$ cat src/hdl/gts_pkg.sv
`timescale 1ns / 1ps
// ----------------------------------------------------------------------------
// gts_pkg
// shared types, microcode format and microcode program of the gcd token
// similarity unit
// ----------------------------------------------------------------------------
package gts_pkg;

  localparam int TOKEN_BITS_DEF    = 24;
  localparam int FRACTION_BITS_DEF = 16;

  localparam int STEP_BITS = 3;
  typedef logic [STEP_BITS-1:0] step_t;

  // program addresses
  localparam step_t S_IDLE     = 3'd0;
  localparam step_t S_CHECK    = 3'd1;
  localparam step_t S_GCD      = 3'd2;
  localparam step_t S_DIV_INIT = 3'd3;
  localparam step_t S_DIV      = 3'd4;
  localparam step_t S_OUT      = 3'd5;

  typedef enum logic [2:0] {
    OP_NOP,
    OP_LOAD,
    OP_GCD,
    OP_DIV_INIT,
    OP_DIV,
    OP_OUT
  } op_t;

  // jump taken when the condition holds, otherwise fall through
  typedef enum logic [2:0] {
    C_NEVER,
    C_ALWAYS,
    C_NSTART,
    C_ZERO,
    C_NEQ,
    C_MORE
  } cond_t;

  typedef struct packed {
    op_t   op;
    cond_t cond;
    step_t target;
  } ucode_t;

  typedef struct packed {
    logic zero;  // either token is zero
    logic neq;   // gcd operands still differ
    logic more;  // division bits left after this one
  } dp_flags_t;

  function automatic ucode_t ucode_rom(input step_t step);
    ucode_t w;
    unique case (step)
      S_IDLE:     w = '{op: OP_LOAD,     cond: C_NSTART, target: S_IDLE};
      S_CHECK:    w = '{op: OP_NOP,      cond: C_ZERO,   target: S_OUT};
      S_GCD:      w = '{op: OP_GCD,      cond: C_NEQ,    target: S_GCD};
      S_DIV_INIT: w = '{op: OP_DIV_INIT, cond: C_NEVER,  target: S_IDLE};
      S_DIV:      w = '{op: OP_DIV,      cond: C_MORE,   target: S_DIV};
      S_OUT:      w = '{op: OP_OUT,      cond: C_ALWAYS, target: S_IDLE};
      default:    w = '{op: OP_NOP,      cond: C_ALWAYS, target: S_IDLE};
    endcase
    return w;
  endfunction

endpackage

$ cat src/hdl/gcd_token_similarity_unit.sv
`timescale 1ns / 1ps
// sequence: when either token is zero the check step goes straight to the
//   output step; otherwise the binary gcd loop runs until the operands meet,
//   then the divider yields FRACTION_BITS + 1 quotient bits before output
// throughput: one request at a time; busy drops in the cycle done is shown
// reset: synchronous rst returns the step counter to idle and clears done
// ----------------------------------------------------------------------------
// gcd_token_similarity_unit
// gcd of two token ids plus one, and that gcd over the larger id plus one
// as an unsigned Q1.FRACTION_BITS fraction
// ----------------------------------------------------------------------------
module gcd_token_similarity_unit
  import gts_pkg::*;
#(
  parameter int TOKEN_BITS    = TOKEN_BITS_DEF,
  parameter int FRACTION_BITS = FRACTION_BITS_DEF
) (
  input  logic                   clk,
  input  logic                   rst,
  input  logic                   start,
  output logic                   busy,
  input  logic [TOKEN_BITS-1:0]  token_a,
  input  logic [TOKEN_BITS-1:0]  token_b,
  output logic                   done,
  output logic [FRACTION_BITS:0] similarity,
  output logic [TOKEN_BITS:0]    common_divisor
);

  // control word from the microcode rom, flags back from the datapath
  ucode_t    ctl;
  dp_flags_t flags;

  // step counter and program rom; idle step loads the operands every cycle
  // and leaves idle on start
  gts_sequencer u_seq (
    .clk   (clk),
    .rst   (rst),
    .start (start),
    .flags (flags),
    .ctl   (ctl),
    .busy  (busy)
  );

  // binary gcd: shift out common twos, then subtract and halve odd values
  // until both operands meet; the gcd is the result shifted back up,
  // followed by one quotient bit per cycle of the restoring divider
  gts_datapath #(
    .TOKEN_BITS    (TOKEN_BITS),
    .FRACTION_BITS (FRACTION_BITS)
  ) u_dp (
    .clk            (clk),
    .rst            (rst),
    .ctl            (ctl),
    .token_a        (token_a),
    .token_b        (token_b),
    .flags          (flags),
    .done           (done),
    .similarity     (similarity),
    .common_divisor (common_divisor)
  );

endmodule

$ cat src/hdl/gts_sequencer.sv
`timescale 1ns / 1ps
// ----------------------------------------------------------------------------
// gts_sequencer
// step counter over the microcode rom with conditional jumps
// ----------------------------------------------------------------------------
module gts_sequencer
  import gts_pkg::*;
(
  input  logic      clk,
  input  logic      rst,
  input  logic      start,
  input  dp_flags_t flags,
  output ucode_t    ctl,
  output logic      busy
);

  step_t step;
  step_t step_next;
  logic  take;

  assign ctl  = ucode_rom(step);
  assign busy = (step != S_IDLE);

  always_comb begin
    unique case (ctl.cond)
      C_NEVER:  take = 1'b0;
      C_ALWAYS: take = 1'b1;
      C_NSTART: take = ~start;
      C_ZERO:   take = flags.zero;
      C_NEQ:    take = flags.neq;
      C_MORE:   take = flags.more;
      default:  take = 1'b1;
    endcase
    step_next = take ? ctl.target : step + step_t'(1);
  end

  always_ff @(posedge clk) begin
    if (rst) begin
      step <= S_IDLE;
    end else begin
      step <= step_next;
    end
  end

endmodule

$ cat src/hdl/gts_datapath.sv
`timescale 1ns / 1ps
// ----------------------------------------------------------------------------
// gts_datapath
// binary gcd registers and a restoring divider, driven by the control word
// ----------------------------------------------------------------------------
module gts_datapath
  import gts_pkg::*;
#(
  parameter int TOKEN_BITS    = TOKEN_BITS_DEF,
  parameter int FRACTION_BITS = FRACTION_BITS_DEF
) (
  input  logic                     clk,
  input  logic                     rst,
  input  ucode_t                   ctl,
  input  logic [TOKEN_BITS-1:0]    token_a,
  input  logic [TOKEN_BITS-1:0]    token_b,
  output dp_flags_t                flags,
  output logic                     done,
  output logic [FRACTION_BITS:0]   similarity,
  output logic [TOKEN_BITS:0]      common_divisor
);

  localparam int DW = TOKEN_BITS + 1;
  localparam int KW = $clog2(TOKEN_BITS + 1);
  localparam int QW = FRACTION_BITS + 1;
  localparam int CW = $clog2(FRACTION_BITS + 2);

  logic [DW-1:0] x;
  logic [DW-1:0] y;
  logic [KW-1:0] k;
  logic [DW-1:0] top;
  logic          zero;
  logic [DW-1:0] gcd;
  logic [DW:0]   rem;
  logic [QW-1:0] quo;
  logic [CW-1:0] cnt;

  logic          x_gt_y;
  logic [DW-1:0] diff;
  logic          ge;
  logic [DW:0]   rem_sub;

  assign x_gt_y  = (x > y);
  assign diff    = x_gt_y ? (x - y) : (y - x);
  assign ge      = (rem >= {1'b0, top});
  assign rem_sub = ge ? (rem - {1'b0, top}) : rem;

  assign flags.zero = zero;
  assign flags.neq  = (x != y);
  assign flags.more = (cnt != CW'(1));

  always_ff @(posedge clk) begin
    unique case (ctl.op)
      OP_LOAD: begin
        x    <= {1'b0, token_a} + DW'(1);
        y    <= {1'b0, token_b} + DW'(1);
        k    <= '0;
        top  <= ((token_a > token_b) ? {1'b0, token_a} : {1'b0, token_b}) + DW'(1);
        zero <= (token_a == '0) || (token_b == '0);
      end
      OP_GCD: begin
        if (x != y) begin
          priority if (!x[0] && !y[0]) begin
            x <= x >> 1;
            y <= y >> 1;
            k <= k + KW'(1);
          end else if (!x[0]) begin
            x <= x >> 1;
          end else if (!y[0]) begin
            y <= y >> 1;
          end else if (x_gt_y) begin
            x <= diff >> 1;
          end else begin
            y <= diff >> 1;
          end
        end
      end
      OP_DIV_INIT: begin
        gcd <= DW'(x << k);
        rem <= {1'b0, DW'(x << k)};
        quo <= '0;
        cnt <= CW'(QW);
      end
      OP_DIV: begin
        quo <= {quo[QW-2:0], ge};
        rem <= {rem_sub[DW-1:0], 1'b0};
        cnt <= cnt - CW'(1);
      end
      OP_OUT: begin
        similarity     <= zero ? '0 : quo;
        common_divisor <= zero ? '0 : gcd;
      end
      OP_NOP: begin
      end
      default: begin
      end
    endcase
  end

  always_ff @(posedge clk) begin
    if (rst) begin
      done <= 1'b0;
    end else begin
      done <= (ctl.op == OP_OUT);
    end
  end

endmodule

$ cat config.mk
export PLATFORM = sky130hd
export DESIGN_NAME = gcd_token_similarity_unit
export DESIGN_NICKNAME = d
export VERILOG_FILES = /design/src/hdl/gts_pkg.sv /design/src/hdl/gcd_token_similarity_unit.sv /design/src/hdl/gts_sequencer.sv /design/src/hdl/gts_datapath.sv
export SDC_FILE = /design/constraint.sdc
export NUM_CORES = 1
export LEC_CHECK = 0
export BUFFER_PORTS_ARGS = -buffer_cell sky130_fd_sc_hd__buf_2
export CORE_MARGIN = 5
export CORE_UTILIZATION = 63
export CTS_BUF_LIST = sky130_fd_sc_hd__clkbuf_4 sky130_fd_sc_hd__clkbuf_8 sky130_fd_sc_hd__clkbuf_16
export CTS_CLUSTER_DIAMETER = 150
export CTS_CLUSTER_SIZE = 16
export DETAILED_ROUTE_END_ITERATION = 8
export PLACE_DENSITY = 0.81
export SETUP_SLACK_MARGIN = 0.4
export SLEW_MARGIN = 20
export SYNTH_ARGS = -nofsm -noshare
export SYNTH_HDL_FRONTEND = slang
export SYNTH_SLANG_ARGS = --single-unit
$ cat constraint.sdc
create_clock -name clk -period 8.65 [get_ports clk]
set_input_delay 1.73 -clock clk [delete_from_list [all_inputs] [get_ports clk]]
set_output_delay 1.73 -clock clk [all_outputs]
set_load 0.01 [all_outputs]
Yosys cells after proc, flatten, opt, wreduce, memory -nomap -nowiden --
Cells that the tools add are included.
Storage, ports and cells: word-level logic and storage cells 91, register bits 200, input bits 51
Operators by class: shifts and indexed selects 1, $lt $le $gt $ge 3, add/sub/neg operators 9, mux-type cells 24, bitwise logic cells 1, reduce and logical (&&, ||, !) cells 16, equality and inequality tests 22
Operator list (number):
- $mux W25 | 12
- $pmux W25 S2 | 2
- $sub A25 B25 Y25 | 3
- $pmux W9 S6 | 1
- $pmux W26 S2 | 1
- $add A24 B1 Y25 const B | 2
- $logic_not A24 Y1 | 2
- $pmux W17 S2 | 1
- $ge A26 B25 Y1 | 1
- $add A25 B1 Y25 const B | 1
- $gt A25 B25 Y1 | 1
- $ne A25 B25 Y1 | 1
- $shl A25 B5 Y25 | 1
- $gt A24 B24 Y1 | 1
- $mux W24 | 1
- $pmux W5 S2 | 2
- $eq A3 B2 Y1 const B | 6
- $eq A3 B3 Y1 const B | 6
- $ne A4 B4 Y1 const B | 3
- $mux W5 | 2
- $reduce_and A4 Y1 | 2
- $eq A3 B1 Y1 const B | 2
- $logic_not A3 Y1 | 2
- $reduce_and A3 Y1 | 2
- 16 further kinds | 18

Longest topological paths before layout --
depth after elaboration 8, mapped depth 20

Modules after synthesis --
A second synthesis with hierarchy kept.
Second synthesis, totals: cells, all modules 1741, area total of the unflattened synthesis 16081.7 µm²
By module, submodules not included:
- gts_datapath | area an instance 15725.1 µm², times used 1, sequential area each 5905.7 µm², cells each 1694
- gts_sequencer | area an instance 356.6 µm², times used 1, sequential area each 60.1 µm², cells each 47

Least setup slack after synthesis --
No wires, ideal clock.
kind reg-to-reg, start reg u_seq.step[2], end reg u_dp.y[10] (enable), arrival time 5.550 ns, period minus slack after synthesis 5.988 ns, required time 8.212 ns, setup slack 2.662 ns, path buffers 1, stages on the path, launching flop included 8, cells stage by stage dfxtp_1 clkbuf_1 inv_1 ha_1 nor4_1 a21o_1 nand2_1 o21ai_0
Between the ends: word-level cells in the longest chain between the ends 5, elaborated cells between the ends (all ways) 14, classes of those cells eq/ne (10); mux (1); reduce/logical (3)
Ends and longest elaborated chain:
- start, declared | line gts_sequencer.sv:17 | step_t step;
- start signal, assigned | line gts_sequencer.sv:41 | step <= step_next;
- $eq A3 B3 Y1 (tied with other cells) | line gts_pkg.sv:56 | unique case (step)
- $pmux W9 S6 * | line gts_pkg.sv:56
- $eq A3 B2 Y1 / $eq A3 B1 Y1 (equally long branches) | line gts_datapath.sv:53 | unique case (ctl.op)
- $ne A4 B4 Y1 (no source line) (tied with other cells)
- $reduce_and A4 Y1 (no source line) *
- end signal, assigned | line gts_datapath.sv:56 | y <= {1'b0, token_b} + DW'(1);
- end signal, assigned | line gts_datapath.sv:65 | y <= y >> 1;
- end signal, assigned | line gts_datapath.sv:70 | y <= y >> 1;
- end, declared | line gts_datapath.sv:29 | logic [DW-1:0] y;
Mark *: on every way between the ends. The rest lies on a longest branch, timed or not. A chain may end at the register's enable or synchronous reset.

Worst setup path after layout --
start in token_b[21], end reg u_dp.top[18] (data pin)
Between the ends: word-level cells in the longest chain between the ends 3
Ends and longest elaborated chain:
- start, declared | line gcd_token_similarity_unit.sv:23 | input logic [TOKEN_BITS-1:0] token_b,
- $gt A24 B24 Y1 | line gts_datapath.sv:58 | top <= ((token_a > token_b) ? {1'b0, token_a} : {1'b0, token_b}) + DW'(1);
- $mux W24 | line gts_datapath.sv:58
- $add A25 B1 Y25 | line gts_datapath.sv:58
- end signal, assigned | line gts_datapath.sv:58
- end, declared | line gts_datapath.sv:31 | logic [DW-1:0] top;
Every way passes these cells.

==> metrics.cfg <==
[outcome]
status = finished clean

[sta]
fin_skew_ns = 0.0269
relSlewSlack_pct = 31.7
slew_violations = 0
setup_viol = 0
rsz0062_at_grt = false
timing.fmax_ghz = 0.178
post-route-period-util_pct = 65.1
min_period_ns = 5.63
hold_violations = 0
worst_slew_pin_slew_ns = 0.999
finalSetupTns_ns = 0
setup_slack_ns = 3.02

[yosys]
synth_area_leaders = edfxtp_1 (36%), ha_1 (8.7%), xnor2_1 (4.6%)
ys_seq_elements = 200
syn_area_mm2 = 0.0162
ys_async_sr_fraction_pct = 0
yosys.area.top_type = edfxtp_1
synth_top_cell_area_share_pct = 36.3
synth_nets = 1918
ys.flop_type = edfxtp_1
yosys_warnings = 0
synth_edf_count = 196
synthTopCellsByCount = edfxtp_1 (196), inv_1 (134), nor2_1 (133), nand2_1 (117), a21oi_1 (116)
synthCells = 1751
synth.most_common_cell = edfxtp_1
ys_types = 90
yosysSeqAreaShare_pct = 36.8
avgSynthCellArea_um2 = 9.26

[grt]
use_met2_pct = 52.1
grt_usage_pct = 33.0
grt_max_degree = 62
grt-busiest-layer = met2
use_met3_pct = 5.27
use_met1_pct = 43.5
grt_first_pass_wirelength_mm = 74.8
grt_overflow = 0
antenna_found_initial = 1
grt_pass1_vias = 13300

[clock_network]
cts_resized = 0
clkLatencyLatePin_ns = 0.46
clk_pin_slew_ns = 0.10
htreeDepth = 4
cts_tree = built
clock_path_buffers = 2
postCtsHoldBufs = 0
numCtsBuffers = 17
post_cts_buffers = 0
ctsRootBufferMaster = clkbuf_16
numClockSinks = 200

[die]
pin_count = 95
die_y_um = 170
num_rows = 58
die_w_um = 170
coreArea_mm2 = 0.0253
initial_core_util_pct = 64.2
fp.dieArea_mm2 = 0.0290

[hold_path]
hold_class = reg -> reg
hold_start = u_dp.gcd[4]$_DFFE_PN_
worst_hold_path.num_cells = 1
min_to = u_dp.common_divisor[4]$_SDFFCE_PP0P_

[detailed_routing]
vias_per_cell = 6.66
avgRoutedWirePerCell_um = 22.9
drt_wl_total_mm = 48.7
dr.pass1.iters = 7
antenna_left = 0
via_count = 14100
drt_iter0_markers = 1648
drc = 0

[worst_setup_path]
path_class = in -> reg
cp-start-kind = input port
rr_worst_depth = 8
worstPathMaxFanout = 12
critPathRequiredTime_ns = 8.86
reg2reg_to = u_dp.y[16]$_DFFE_PP_
reg2reg_slack_ns = 4.68
rr_startpoint = u_dp.x[14]$_DFFE_PP_
cp-end-kind = flip-flop
arrival_ns = 5.84

[final_layout]
n_antenna_cell = 0
area_delta_synth_final_pct = 7.66
nets = 1949
drive_gt1_share_pct = 11.7
final_util_pct = 69.1

[place]
port_buffers = 94
hpwlAfterDp_mm = 36.6
gp_congestion = 1.03
dp_slack_ns = 2.68

[job]
drv_cap = 0

==> stage by stage <==
step	instance area (um2)	instances	hold slack, ns
4_1_cts	17400	2124	0.534
2_1_floorplan	16200	1751	0.509
3_3_place_gp	16800	2092	0.513
6_report	17400	2125	0.527
5_1_grt	17400	2125	0.549
3_5_place_dp	16800	2092	0.526
==> critical path, cell delays in order <==
cell and delay [ns]:
buf_2 0.15, inv_1 0.10, ha_1 0.31, a21oi_1 0.15
nor2_1 0.05, a211oi_1 0.45, and3_1 0.33, a21boi_2 0.12
nor2_1 0.12, a21o_1 0.12, ha_1 0.39, nand3_1 0.15
or3_1 0.39, nand4b_1 0.21, o22ai_2 0.40, o221ai_1 0.22
xnor2_1 0.18, mux2_2 0.26
==> state kept, by name (all words and copies together) (netlist names), 3 cells and up <==
| register | cells |
|---|---|
| u_dp.x | 25 |
| u_dp.k | 5 |
| u_dp.quo | 17 |
| u_dp.top | 25 |
| u_dp.cnt | 5 |
| u_dp.similarity | 17 |
| u_dp.rem | 26 |
| u_dp.gcd | 25 |
| u_dp.common_divisor | 25 |
| u_seq.step | 3 |
| u_dp.y | 25 |
==> worst max-delay path by stage <==
stage	depth (start not counted)	from	end
after floorplan	7	u_seq.step[2]$_SDFF_PP0_	u_dp.y[10]$_DFFE_PP_
after global placement	18	token_b[21]	u_dp.top[20]$_DFFE_PP_
after detailed placement	18	token_b[21]	u_dp.top[18]$_DFFE_PP_
after CTS	18	token_b[21]	u_dp.top[18]$_DFFE_PP_
after global routing	18	token_b[21]	u_dp.top[18]$_DFFE_PP_
final	18	token_b[21]	u_dp.top[18]$_DFFE_PP_
==> layer usage <==
metal	vias up	routed length (um)	share of wire [%]
li1	6488	-	-
met2	904	21900	45
met1	6584	18700	38
met5	-	13	0.027
met3	171	4830	9.9
met4	2	3270	6.7
==> cells by family after synthesis <==
| kind of cell | synth area share, % |
|---|---|
| muxes | 5.32 |
| adders and majority gates | 9.09 |
| AOI/OAI and AO/OA | 18.0 |
| xor gates and xnor gates | 6.43 |
| and+or+nand+nor | 18.6 |
| buffers and inverters | 5.80 |
| DFF | 36.8 |
==> layout make-up <==
class | instances | area [um2]
Clock buffer | 18 | 433
Sequential cell | 200 | 5970
Inverter | 136 | 510
Clock inverter | 14 | 190
Multi-Input combinational cell | 1317 | 9340
Tap cell | 330 | 413
Timing Repair Buffer | 110 | 598
Fill cell | 2012 | 7810
==> layout by cell type, fill, tap and decap left out, types with 22 or more instances in the layout <==
cell and instances:
nand4_1 27, nor3_1 43, edfxtp_1 196, nor2_1 133, a221oi_1 22, buf_2 94
a31oi_1 24, nand3_1 65, xor2_1 34, a21oi_1 116, a211oi_1 22, xnor2_1 85
nor2b_1 60, o21ai_0 67, nand2_1 117, a21o_1 37, and2_1 34, ha_1 113
inv_1 134, mux2i_1 34
Power is not shown: default switching activity piles up to over one toggle a cycle in this logic, so the estimate is an artifact.
